**src/cfmf_pkg.sv**
```systemverilog
// shared constants, beat types and state encoding for the ring-buffer queue with mean
`timescale 1ns / 1ps
`default_nettype none
package cfmf_pkg;

    // queue geometry
    localparam int QUEUE_DEPTH = 16;
    localparam int IDX_W       = $clog2(QUEUE_DEPTH);
    localparam int CNT_W       = $clog2(QUEUE_DEPTH + 1);

    // field widths
    localparam int NUM_W   = 16;
    localparam int MIN_W   = 10;
    localparam int ENTRY_W = NUM_W + MIN_W;
    localparam int OCC_W   = 5;
    localparam int MEAN_W  = 18;
    localparam int STAT_W  = 2;

    // running sum and mean division
    localparam int SUM_W  = MIN_W + IDX_W;
    localparam int FRAC_W = 8;
    localparam int DIV_W  = SUM_W + FRAC_W;
    localparam int DCNT_W = $clog2(DIV_W + 1);

    // operation codes
    localparam logic OP_PUSH = 1'b0;
    localparam logic OP_POP  = 1'b1;

    // result status codes
    localparam logic [STAT_W-1:0] STATUS_DONE  = 2'd0;
    localparam logic [STAT_W-1:0] STATUS_FULL  = 2'd1;
    localparam logic [STAT_W-1:0] STATUS_EMPTY = 2'd2;

    typedef struct packed {
        logic             operation;
        logic [NUM_W-1:0] entry_number;
        logic [MIN_W-1:0] entry_minutes;
    } in_beat_t;

    typedef struct packed {
        logic [STAT_W-1:0] status;
        logic [NUM_W-1:0]  popped_number;
        logic [MIN_W-1:0]  popped_minutes;
        logic [OCC_W-1:0]  occupancy;
        logic [MEAN_W-1:0] mean_minutes;
    } out_beat_t;

    typedef enum logic [2:0] {
        ST_IDLE,
        ST_READ,
        ST_UPDATE,
        ST_DIV_START,
        ST_DIV_WAIT,
        ST_DELIVER
    } ctrl_state_t;

    // controller to datapath
    typedef struct packed {
        logic capture;
        logic rd_en;
        logic update;
        logic div_start;
        logic load_out;
    } cmd_t;

    // datapath to controller
    typedef struct packed {
        logic pop_read;
        logic div_busy;
        logic out_stall;
    } sts_t;

endpackage
`default_nettype wire

```
**src/cfmf_ram.sv**
```systemverilog
// generic single-write, single-read ram with registered read data
`timescale 1ns / 1ps
`default_nettype none
module cfmf_ram #(
    parameter int WIDTH = 8,
    parameter int DEPTH = 16
) (
    input  wire                     aclk,
    input  wire                     we,
    input  wire [$clog2(DEPTH)-1:0] waddr,
    input  wire [WIDTH-1:0]         wdata,
    input  wire                     re,
    input  wire [$clog2(DEPTH)-1:0] raddr,
    output logic [WIDTH-1:0]        rdata
);

    logic [WIDTH-1:0] mem [DEPTH];

    always_ff @(posedge aclk) begin
        if (we) begin
            mem[waddr] <= wdata;
        end
        if (re) begin
            rdata <= mem[raddr];
        end
    end

endmodule
`default_nettype wire

```
**src/cfmf_div.sv**
```systemverilog
// bit-serial restoring divider, one quotient bit per cycle
`timescale 1ns / 1ps
`default_nettype none
module cfmf_div import cfmf_pkg::*; (
    input  wire              aclk,
    input  wire              aresetn,
    input  wire              start,
    input  wire [DIV_W-1:0]  dividend,
    input  wire [CNT_W-1:0]  divisor,
    output logic             busy,
    output logic [DIV_W-1:0] quotient
);

    logic [DIV_W-1:0]  quot_reg, quot_next;
    logic [CNT_W-1:0]  rem_reg, rem_next;
    logic [DCNT_W-1:0] cnt_reg, cnt_next;
    logic              busy_reg, busy_next;
    logic [CNT_W:0]    trial;

    always_comb begin
        trial     = {rem_reg, quot_reg[DIV_W-1]};
        quot_next = quot_reg;
        rem_next  = rem_reg;
        cnt_next  = cnt_reg;
        busy_next = busy_reg;
        if (start) begin
            quot_next = dividend;
            rem_next  = '0;
            cnt_next  = DCNT_W'(DIV_W);
            busy_next = 1'b1;
        end else if (busy_reg) begin
            if (trial >= {1'b0, divisor}) begin
                rem_next  = CNT_W'(trial - {1'b0, divisor});
                quot_next = {quot_reg[DIV_W-2:0], 1'b1};
            end else begin
                rem_next  = CNT_W'(trial);
                quot_next = {quot_reg[DIV_W-2:0], 1'b0};
            end
            cnt_next = cnt_reg - 1'b1;
            if (cnt_reg == DCNT_W'(1)) begin
                busy_next = 1'b0;
            end
        end
    end

    always_ff @(posedge aclk) begin
        if (!aresetn) begin
            busy_reg <= 1'b0;
            cnt_reg  <= '0;
        end else begin
            busy_reg <= busy_next;
            cnt_reg  <= cnt_next;
        end
        quot_reg <= quot_next;
        rem_reg  <= rem_next;
    end

    assign busy     = busy_reg;
    assign quotient = quot_reg;

endmodule
`default_nettype wire

```
**src/cfmf_datapath.sv**
```systemverilog
// queue pointers, running sum, entry store, mean divider and result register
`timescale 1ns / 1ps
`default_nettype none
module cfmf_datapath import cfmf_pkg::*; (
    input  wire        aclk,
    input  wire        aresetn,
    input  cmd_t       cmd,
    output sts_t       sts,
    input  in_beat_t   s_data,
    output logic       m_valid,
    input  wire        m_ready,
    output out_beat_t  m_data
);

    logic              op_reg;
    logic [NUM_W-1:0]  num_reg;
    logic [MIN_W-1:0]  min_reg;
    logic [IDX_W-1:0]  head_reg, tail_reg;
    logic [CNT_W-1:0]  count_reg;
    logic [SUM_W-1:0]  sum_reg;
    logic [STAT_W-1:0] res_status_reg;
    logic [NUM_W-1:0]  res_num_reg;
    logic [MIN_W-1:0]  res_min_reg;
    logic              out_valid_reg;
    out_beat_t         out_data_reg;

    logic               is_full, is_empty, push_ok, pop_ok;
    logic [ENTRY_W-1:0] rd_entry;
    logic [MIN_W-1:0]   rd_minutes;
    logic [NUM_W-1:0]   rd_number;
    logic               div_busy;
    logic [DIV_W-1:0]   quotient;
    logic [MEAN_W-1:0]  mean_val;

    function automatic logic [IDX_W-1:0] wrap_inc(input logic [IDX_W-1:0] idx);
        if (idx == IDX_W'(QUEUE_DEPTH - 1)) begin
            return '0;
        end
        return idx + 1'b1;
    endfunction

    assign is_full  = (count_reg == CNT_W'(QUEUE_DEPTH));
    assign is_empty = (count_reg == '0);
    assign push_ok  = cmd.update && (op_reg == OP_PUSH) && !is_full;
    assign pop_ok   = cmd.update && (op_reg == OP_POP) && !is_empty;

    assign rd_number  = rd_entry[ENTRY_W-1:MIN_W];
    assign rd_minutes = rd_entry[MIN_W-1:0];

    cfmf_ram #(
        .WIDTH(ENTRY_W),
        .DEPTH(QUEUE_DEPTH)
    ) u_store (
        .aclk  (aclk),
        .we    (push_ok),
        .waddr (tail_reg),
        .wdata ({num_reg, min_reg}),
        .re    (cmd.rd_en),
        .raddr (head_reg),
        .rdata (rd_entry)
    );

    cfmf_div u_div (
        .aclk     (aclk),
        .aresetn  (aresetn),
        .start    (cmd.div_start),
        .dividend ({sum_reg, FRAC_W'(0)}),
        .divisor  (count_reg),
        .busy     (div_busy),
        .quotient (quotient)
    );

    // mean is zero for an empty queue
    assign mean_val = is_empty ? '0 : MEAN_W'(quotient);

    // captured item
    always_ff @(posedge aclk) begin
        if (cmd.capture) begin
            op_reg  <= s_data.operation;
            num_reg <= s_data.entry_number;
            min_reg <= s_data.entry_minutes;
        end
    end

    // queue state
    always_ff @(posedge aclk) begin
        if (!aresetn) begin
            head_reg  <= '0;
            tail_reg  <= '0;
            count_reg <= '0;
            sum_reg   <= '0;
        end else if (push_ok) begin
            tail_reg  <= wrap_inc(tail_reg);
            count_reg <= count_reg + 1'b1;
            sum_reg   <= sum_reg + SUM_W'(min_reg);
        end else if (pop_ok) begin
            head_reg  <= wrap_inc(head_reg);
            count_reg <= count_reg - 1'b1;
            sum_reg   <= sum_reg - SUM_W'(rd_minutes);
        end
    end

    // per-item result fields
    always_ff @(posedge aclk) begin
        if (cmd.update) begin
            res_num_reg <= '0;
            res_min_reg <= '0;
            if (op_reg == OP_PUSH) begin
                res_status_reg <= is_full ? STATUS_FULL : STATUS_DONE;
            end else if (is_empty) begin
                res_status_reg <= STATUS_EMPTY;
            end else begin
                res_status_reg <= STATUS_DONE;
                res_num_reg    <= rd_number;
                res_min_reg    <= rd_minutes;
            end
        end
    end

    // output register
    always_ff @(posedge aclk) begin
        if (!aresetn) begin
            out_valid_reg <= 1'b0;
        end else if (cmd.load_out) begin
            out_valid_reg <= 1'b1;
        end else if (m_ready) begin
            out_valid_reg <= 1'b0;
        end
        if (cmd.load_out) begin
            out_data_reg.status         <= res_status_reg;
            out_data_reg.popped_number  <= res_num_reg;
            out_data_reg.popped_minutes <= res_min_reg;
            out_data_reg.occupancy      <= OCC_W'(count_reg);
            out_data_reg.mean_minutes   <= mean_val;
        end
    end

    assign m_valid = out_valid_reg;
    assign m_data  = out_data_reg;

    assign sts.pop_read  = (s_data.operation == OP_POP) && !is_empty;
    assign sts.div_busy  = div_busy;
    assign sts.out_stall = out_valid_reg && !m_ready;

endmodule
`default_nettype wire

```
**src/cfmf_ctrl.sv**
```systemverilog
// sequencing state machine for one queue operation
`timescale 1ns / 1ps
`default_nettype none
module cfmf_ctrl import cfmf_pkg::*; (
    input  wire   aclk,
    input  wire   aresetn,
    input  wire   s_valid,
    output logic  s_ready,
    input  sts_t  sts,
    output cmd_t  cmd
);

    ctrl_state_t state_reg, state_next;

    always_ff @(posedge aclk) begin
        if (!aresetn) begin
            state_reg <= ST_IDLE;
        end else begin
            state_reg <= state_next;
        end
    end

    always_comb begin
        state_next = state_reg;
        case (state_reg)
            ST_IDLE: begin
                if (s_valid) begin
                    state_next = sts.pop_read ? ST_READ : ST_UPDATE;
                end
            end
            ST_READ:      state_next = ST_UPDATE;
            ST_UPDATE:    state_next = ST_DIV_START;
            ST_DIV_START: state_next = ST_DIV_WAIT;
            ST_DIV_WAIT: begin
                if (!sts.div_busy) begin
                    state_next = ST_DELIVER;
                end
            end
            ST_DELIVER: begin
                if (!sts.out_stall) begin
                    state_next = ST_IDLE;
                end
            end
            default: state_next = ST_IDLE;
        endcase
    end

    always_comb begin
        cmd     = '0;
        s_ready = 1'b0;
        case (state_reg)
            ST_IDLE: begin
                s_ready     = 1'b1;
                cmd.capture = s_valid;
            end
            ST_READ:      cmd.rd_en     = 1'b1;
            ST_UPDATE:    cmd.update    = 1'b1;
            ST_DIV_START: cmd.div_start = 1'b1;
            ST_DIV_WAIT:  cmd           = '0;
            ST_DELIVER:   cmd.load_out  = !sts.out_stall;
            default:      cmd           = '0;
        endcase
    end

endmodule
`default_nettype wire

```
**src/circular_fifo_with_mean_field_core.sv**
```systemverilog
// top level of the ring-buffer queue that reports occupancy and mean service time
`timescale 1ns / 1ps
`default_nettype none
// Ring-buffer queue of QUEUE_DEPTH entries (16), each a 16-bit number and a
// 10-bit service time. An input beat either pushes an entry at the tail or
// pops the head entry; every input beat yields exactly one result beat with a
// status (done, push refused because full, pop on empty queue), the popped
// entry or zeros, the occupancy after the operation and the mean service time
// of the held entries in unsigned fixed point with 8 fraction bits (zero when
// empty, truncated). One item is worked at a time, and a new input beat is
// taken in the cycle after the result is loaded into the output register,
// even while that result still waits for m_ready. The time per item is set
// mostly by the mean division, a restoring divider that produces one of its
// 22 quotient bits per cycle. The entry store is a ram with registered read;
// it needs no clearing after reset since only written entries are popped.
module circular_fifo_with_mean_field_core import cfmf_pkg::*; (
    input  wire        aclk,
    input  wire        aresetn,
    // input beats
    input  wire        s_valid,
    output logic       s_ready,
    input  in_beat_t   s_data,
    // result beats
    output logic       m_valid,
    input  wire        m_ready,
    output out_beat_t  m_data
);

    // command and status between sequencer and datapath
    cmd_t cmd;
    sts_t sts;

    // sequencer: capture, store read, queue update, divide, deliver
    cfmf_ctrl u_ctrl (
        .aclk    (aclk),
        .aresetn (aresetn),
        .s_valid (s_valid),
        .s_ready (s_ready),
        .sts     (sts),
        .cmd     (cmd)
    );

    // pointers, running sum, entry ram, divider and output register
    cfmf_datapath u_dp (
        .aclk    (aclk),
        .aresetn (aresetn),
        .cmd     (cmd),
        .sts     (sts),
        .s_data  (s_data),
        .m_valid (m_valid),
        .m_ready (m_ready),
        .m_data  (m_data)
    );

endmodule
`default_nettype wire

```
**config.mk**
```make
export PLATFORM = sky130hd
export DESIGN_NAME = circular_fifo_with_mean_field_core
export DESIGN_NICKNAME = d
export VERILOG_FILES = /design/src/cfmf_pkg.sv /design/src/cfmf_ram.sv /design/src/cfmf_div.sv /design/src/cfmf_datapath.sv /design/src/cfmf_ctrl.sv /design/src/circular_fifo_with_mean_field_core.sv
export SDC_FILE = /design/constraint.sdc
export NUM_CORES = 1
export LEC_CHECK = 0
export ABC_CLOCK_PERIOD_IN_PS = 3850
export CAP_MARGIN = 20
export CORE_MARGIN = 5
export CORE_UTILIZATION = 40
export CTS_CLUSTER_SIZE = 24
export DETAILED_ROUTE_END_ITERATION = 10
export DONT_BUFFER_PORTS = 1
export PLACE_DENSITY = 0.62
export SLEW_MARGIN = 20
export SYNTH_ARGS = -nofsm -noshare
export SYNTH_HDL_FRONTEND = slang
export SYNTH_SLANG_ARGS = --single-unit
```
**constraint.sdc**
```tcl
create_clock -name aclk -period 3.85 [get_ports aclk]
set_input_delay 0.1925 -clock aclk [delete_from_list [all_inputs] [get_ports aclk]]
set_output_delay 0.1925 -clock aclk [all_outputs]
set_load 0.005 [all_outputs]
```
==> results.yml <==
timing:
  maxSlewViolCount: 0
  tns_ps: 0
  finalSetupViolations: 0
  hold_viol: 0
  period_share: 0.910
  max_freq_ghz: 0.285
  max_slew.worst_pin.slew_ps: 924
  finClkSkew_ps: 15.3
  rsz0062_at_grt: "no"
  relSlewSlack: 0.384
  fin_crit_ps: 3500
power_and_ir_drop:
  share_comb_of_total_power: 0.196
  p_sw_w: 0.00507
  pwr-share-seq: 0.480
  power_density_mw_per_mm2: 668
  p_sw_frac: 0.274
  ir_drop_uv: 446
  p_leak_nw: 8.92
  internal-power_w: 0.0135
  total_power_w: 0.0185
  clock_power_share: 0.325
critical_path:
  r2r_cells: 14
  required_ps: 4360
  startpoint: "u_dp.count_reg[0]$_SDFFE_PN0P_"
  timing.rr.end: "u_dp.sum_reg[8]$_SDFFE_PN0P_"
  endpoint: "u_dp.sum_reg[8]$_SDFFE_PN0P_"
  startpoint_type: "flip-flop"
  criticalPathCategory: "flip-flop to flip-flop"
  cp-end-kind: "flip-flop"
  cp.arrival_ps: 4020
  path_max_fanout: 9
  r2r_setup_slack_ps: 350
  r2r_start: "u_dp.count_reg[0]$_SDFFE_PN0P_"
clocking:
  clk-insertion-delay-late_ps: 600
  clock-root-buffer: "clkbuf_16"
  cts_tree: "built"
  cts.sinks: 612
  cts-buffers-inserted: 59
  h-tree-depth: 2
  cts_buffer_depth: 3
  ctsResizeCount: 0
  path_clk_slew_ps: 60
grt:
  grt_start_max_net_pins: 50
  antenna_found_initial: 1
  gr-total-overflow: 0
  grt_pass1_wl_um: 77000
  first_global_vias: 12200
  grt_usage: 0.153
logic_synthesis:
  synth_simple_gate_area_frac: 0.0589
  syn_area_mm2: 0.0241
  synth.largest_area_cell: "edfxtp_1"
  synth_compound_area_frac: 0.0410
  synthMuxAreaShare: 0.114
  synth.most_common_cell: "edfxtp_1"
  netlist-cell-type-count: 59
  synth_commonest_cells: "edfxtp_1 (562), mux4_2 (104), nand2_1 (86)"
  synthesis.nets: 1419
  ys_top_cells_by_area: "edfxtp_1 (70%), mux4_2 (9.7%), dfxtp_1 (4.2%)"
  synthAdderAreaFrac: 0.0181
  syn_area_per_cell_um2: 17.8
  seq_area_frac_synth: 0.742
  synthArstFlopShare: 0
  synthDominantCellAreaShare: 0.700
  yosysWarningCount: 0
  synth_seq_cells: 612
  synthXorXnorAreaFrac: 0.00981
  synth_top_family_by_area: "multiplexers"
  synth_flop_cell: "edfxtp_1"
  synth-edff-count: 562
  netlist_instances: 1355
placed_design:
  hpwlAfterDp_um: 28800
  place.gp.congestion: 0.845
  port_buffers: 0
die:
  row_count: 90
  fp.dieW_um: 255
  die_y_um: 255
  core_area_mm2: 0.0600
  initial_utilization: 0.402
  die_area_mm2: 0.0653
  top_level_ports: 84
worst_hold_path:
  whs_path_depth: 2
  hold_path.class: "input port to flip-flop"
finish:
  final_layout_size_suffix_gt1_frac: 0.190
  multi_input_area_mm2: 0.00595
  largest_register_ffs: 416
  largest-register: "u_dp.u_store.mem"
  nFillCells: 4989
  final_nets: 1488
  seqCellArea_mm2: 0.0179
  antenna_cells: 0
  syn_to_final_growth_pct: 14.9
routing:
  drcViolationCount: 0
  ant_nets: 0
  post_drt_wl_per_cell_um: 22.6
  drt-pass1-iter-count: 5
  drt_iter0_drc: 1107
  drt-total-wl_um: 50900
  vias: 12100
  viasPerCell: 5.38
job:
  maxCapViolations: 0
run_status:
  status: "completed"
metal layers:
| metal | track usage | part of all wire | wire, um | vias up |
|---|---|---|---|---|
| met3 | 0.0206 | 0.048 | 2430 | 73 |
| met5 | 0 | 0 | 0 | - |
| li1 | - | - | - | 5467 |
| met2 | 0.248 | 0.48 | 24400 | 356 |
| met1 | 0.220 | 0.45 | 23000 | 6241 |
| met4 | 0.0424 | 0.022 | 1140 | 0 |
power by group through the flow:
stage	clock, W	combinational [W]	sequential (W)
detailed placement	0	0.00359	0.00903
global placement	0	0.00350	0.00898
CTS	0.00616	0.00363	0.00889
finish	0.00601	0.00362	0.00889
global route	0.00644	0.00403	0.00897
floorplan	0	0.00274	0.00871
area by class of cell:
type | instances | area share
Clock buffer | 71 | 0.0560
Clock inverter | 39 | 0.0173
Inverter | 25 | 0.00348
Multi-Input combinational cell | 646 | 0.215
Sequential cell | 612 | 0.646
Tap cell | 782 | 0.0353
Timing Repair Buffer | 80 | 0.0275
cell families after synthesis:
family,after synthesis
xor gates and xnor gates,27
AOI/OAI and AO/OA,159
buffers and inverters,97
adders and majority gates,33
and+or+nand+nor,283
DFF,612
muxes,144
critical path, cell delays in order (launching register included):
cell and delay, ps:
dfxtp_1 410, nor4_4 540, a211oi_4 170, buf_4 170, buf_4 150, nand2_1 60
o21ai_0 110, ha_1 240, fa_1 430, a21oi_1 280, o211ai_1 120, o211ai_1 210
a21oi_1 140, xnor2_1 140, a211oi_1 220
through the flow:
step / hold slack [ps] / util / std cells / setup WS (ps) / cell area (um2)
4_1_cts: 47.7 / 0.461 / 2250 / 309 / 27700
3_3_place_gp: 291 / 0.422 / 2110 / 358 / 25300
2_1_floorplan: 291 / - / 1355 / 83.1 / 24100
6_report: 86.6 / 0.462 / 2255 / 346 / 27700
5_1_grt: 114 / 0.462 / 2255 / 77.7 / 27700
3_5_place_dp: 291 / 0.422 / 2110 / 333 / 25300
cell usage in the layout (no fill, tap or decap), drive strengths merged, types with 10 or more instances in the layout:
cell / count
a211oi: 32
a21oi: 66
and2: 20
and3: 29
buf: 50
bufinv: 11
clkbuf: 71
clkinv: 24
dfxtp: 50
dlygate4sd3: 30
edfxtp: 562
ha: 30
inv: 27
mux2i: 37
mux4: 104
nand2: 86
nand3: 21
nor2: 55
nor2b: 30
nor3: 12
o21ai: 31
xnor2: 17
xor2: 10
worst min-delay path by stage:
| stage | start | endpoint | slack, ps |
|---|---|---|---|
| after floorplan | s_data[0] | u_dp.min_reg[0]$_DFFE_PP_ | 290 |
| after global placement | s_data[21] | u_dp.num_reg[11]$_DFFE_PP_ | 290 |
| after detailed placement | s_data[21] | u_dp.num_reg[11]$_DFFE_PP_ | 290 |
| after CTS | s_data[26] | u_ctrl.state_reg[0]$_SDFFE_PN0P_ | 50 |
| after global routing | s_data[26] | u_ctrl.state_reg[0]$_SDFFE_PN0P_ | 110 |
| final | s_data[26] | u_ctrl.state_reg[0]$_SDFFE_PN0P_ | 90 |
repair_timing:
| action | CTS | global route |
|---|---|---|
| buffers inserted | 0 | 5 |
| hold buffers | 30 | 0 |
| setup endpoints to repair | 0 | 1 |
| hold endpoints to repair | 49 | 0 |
Note: power is estimated with default switching activity, not from simulation.
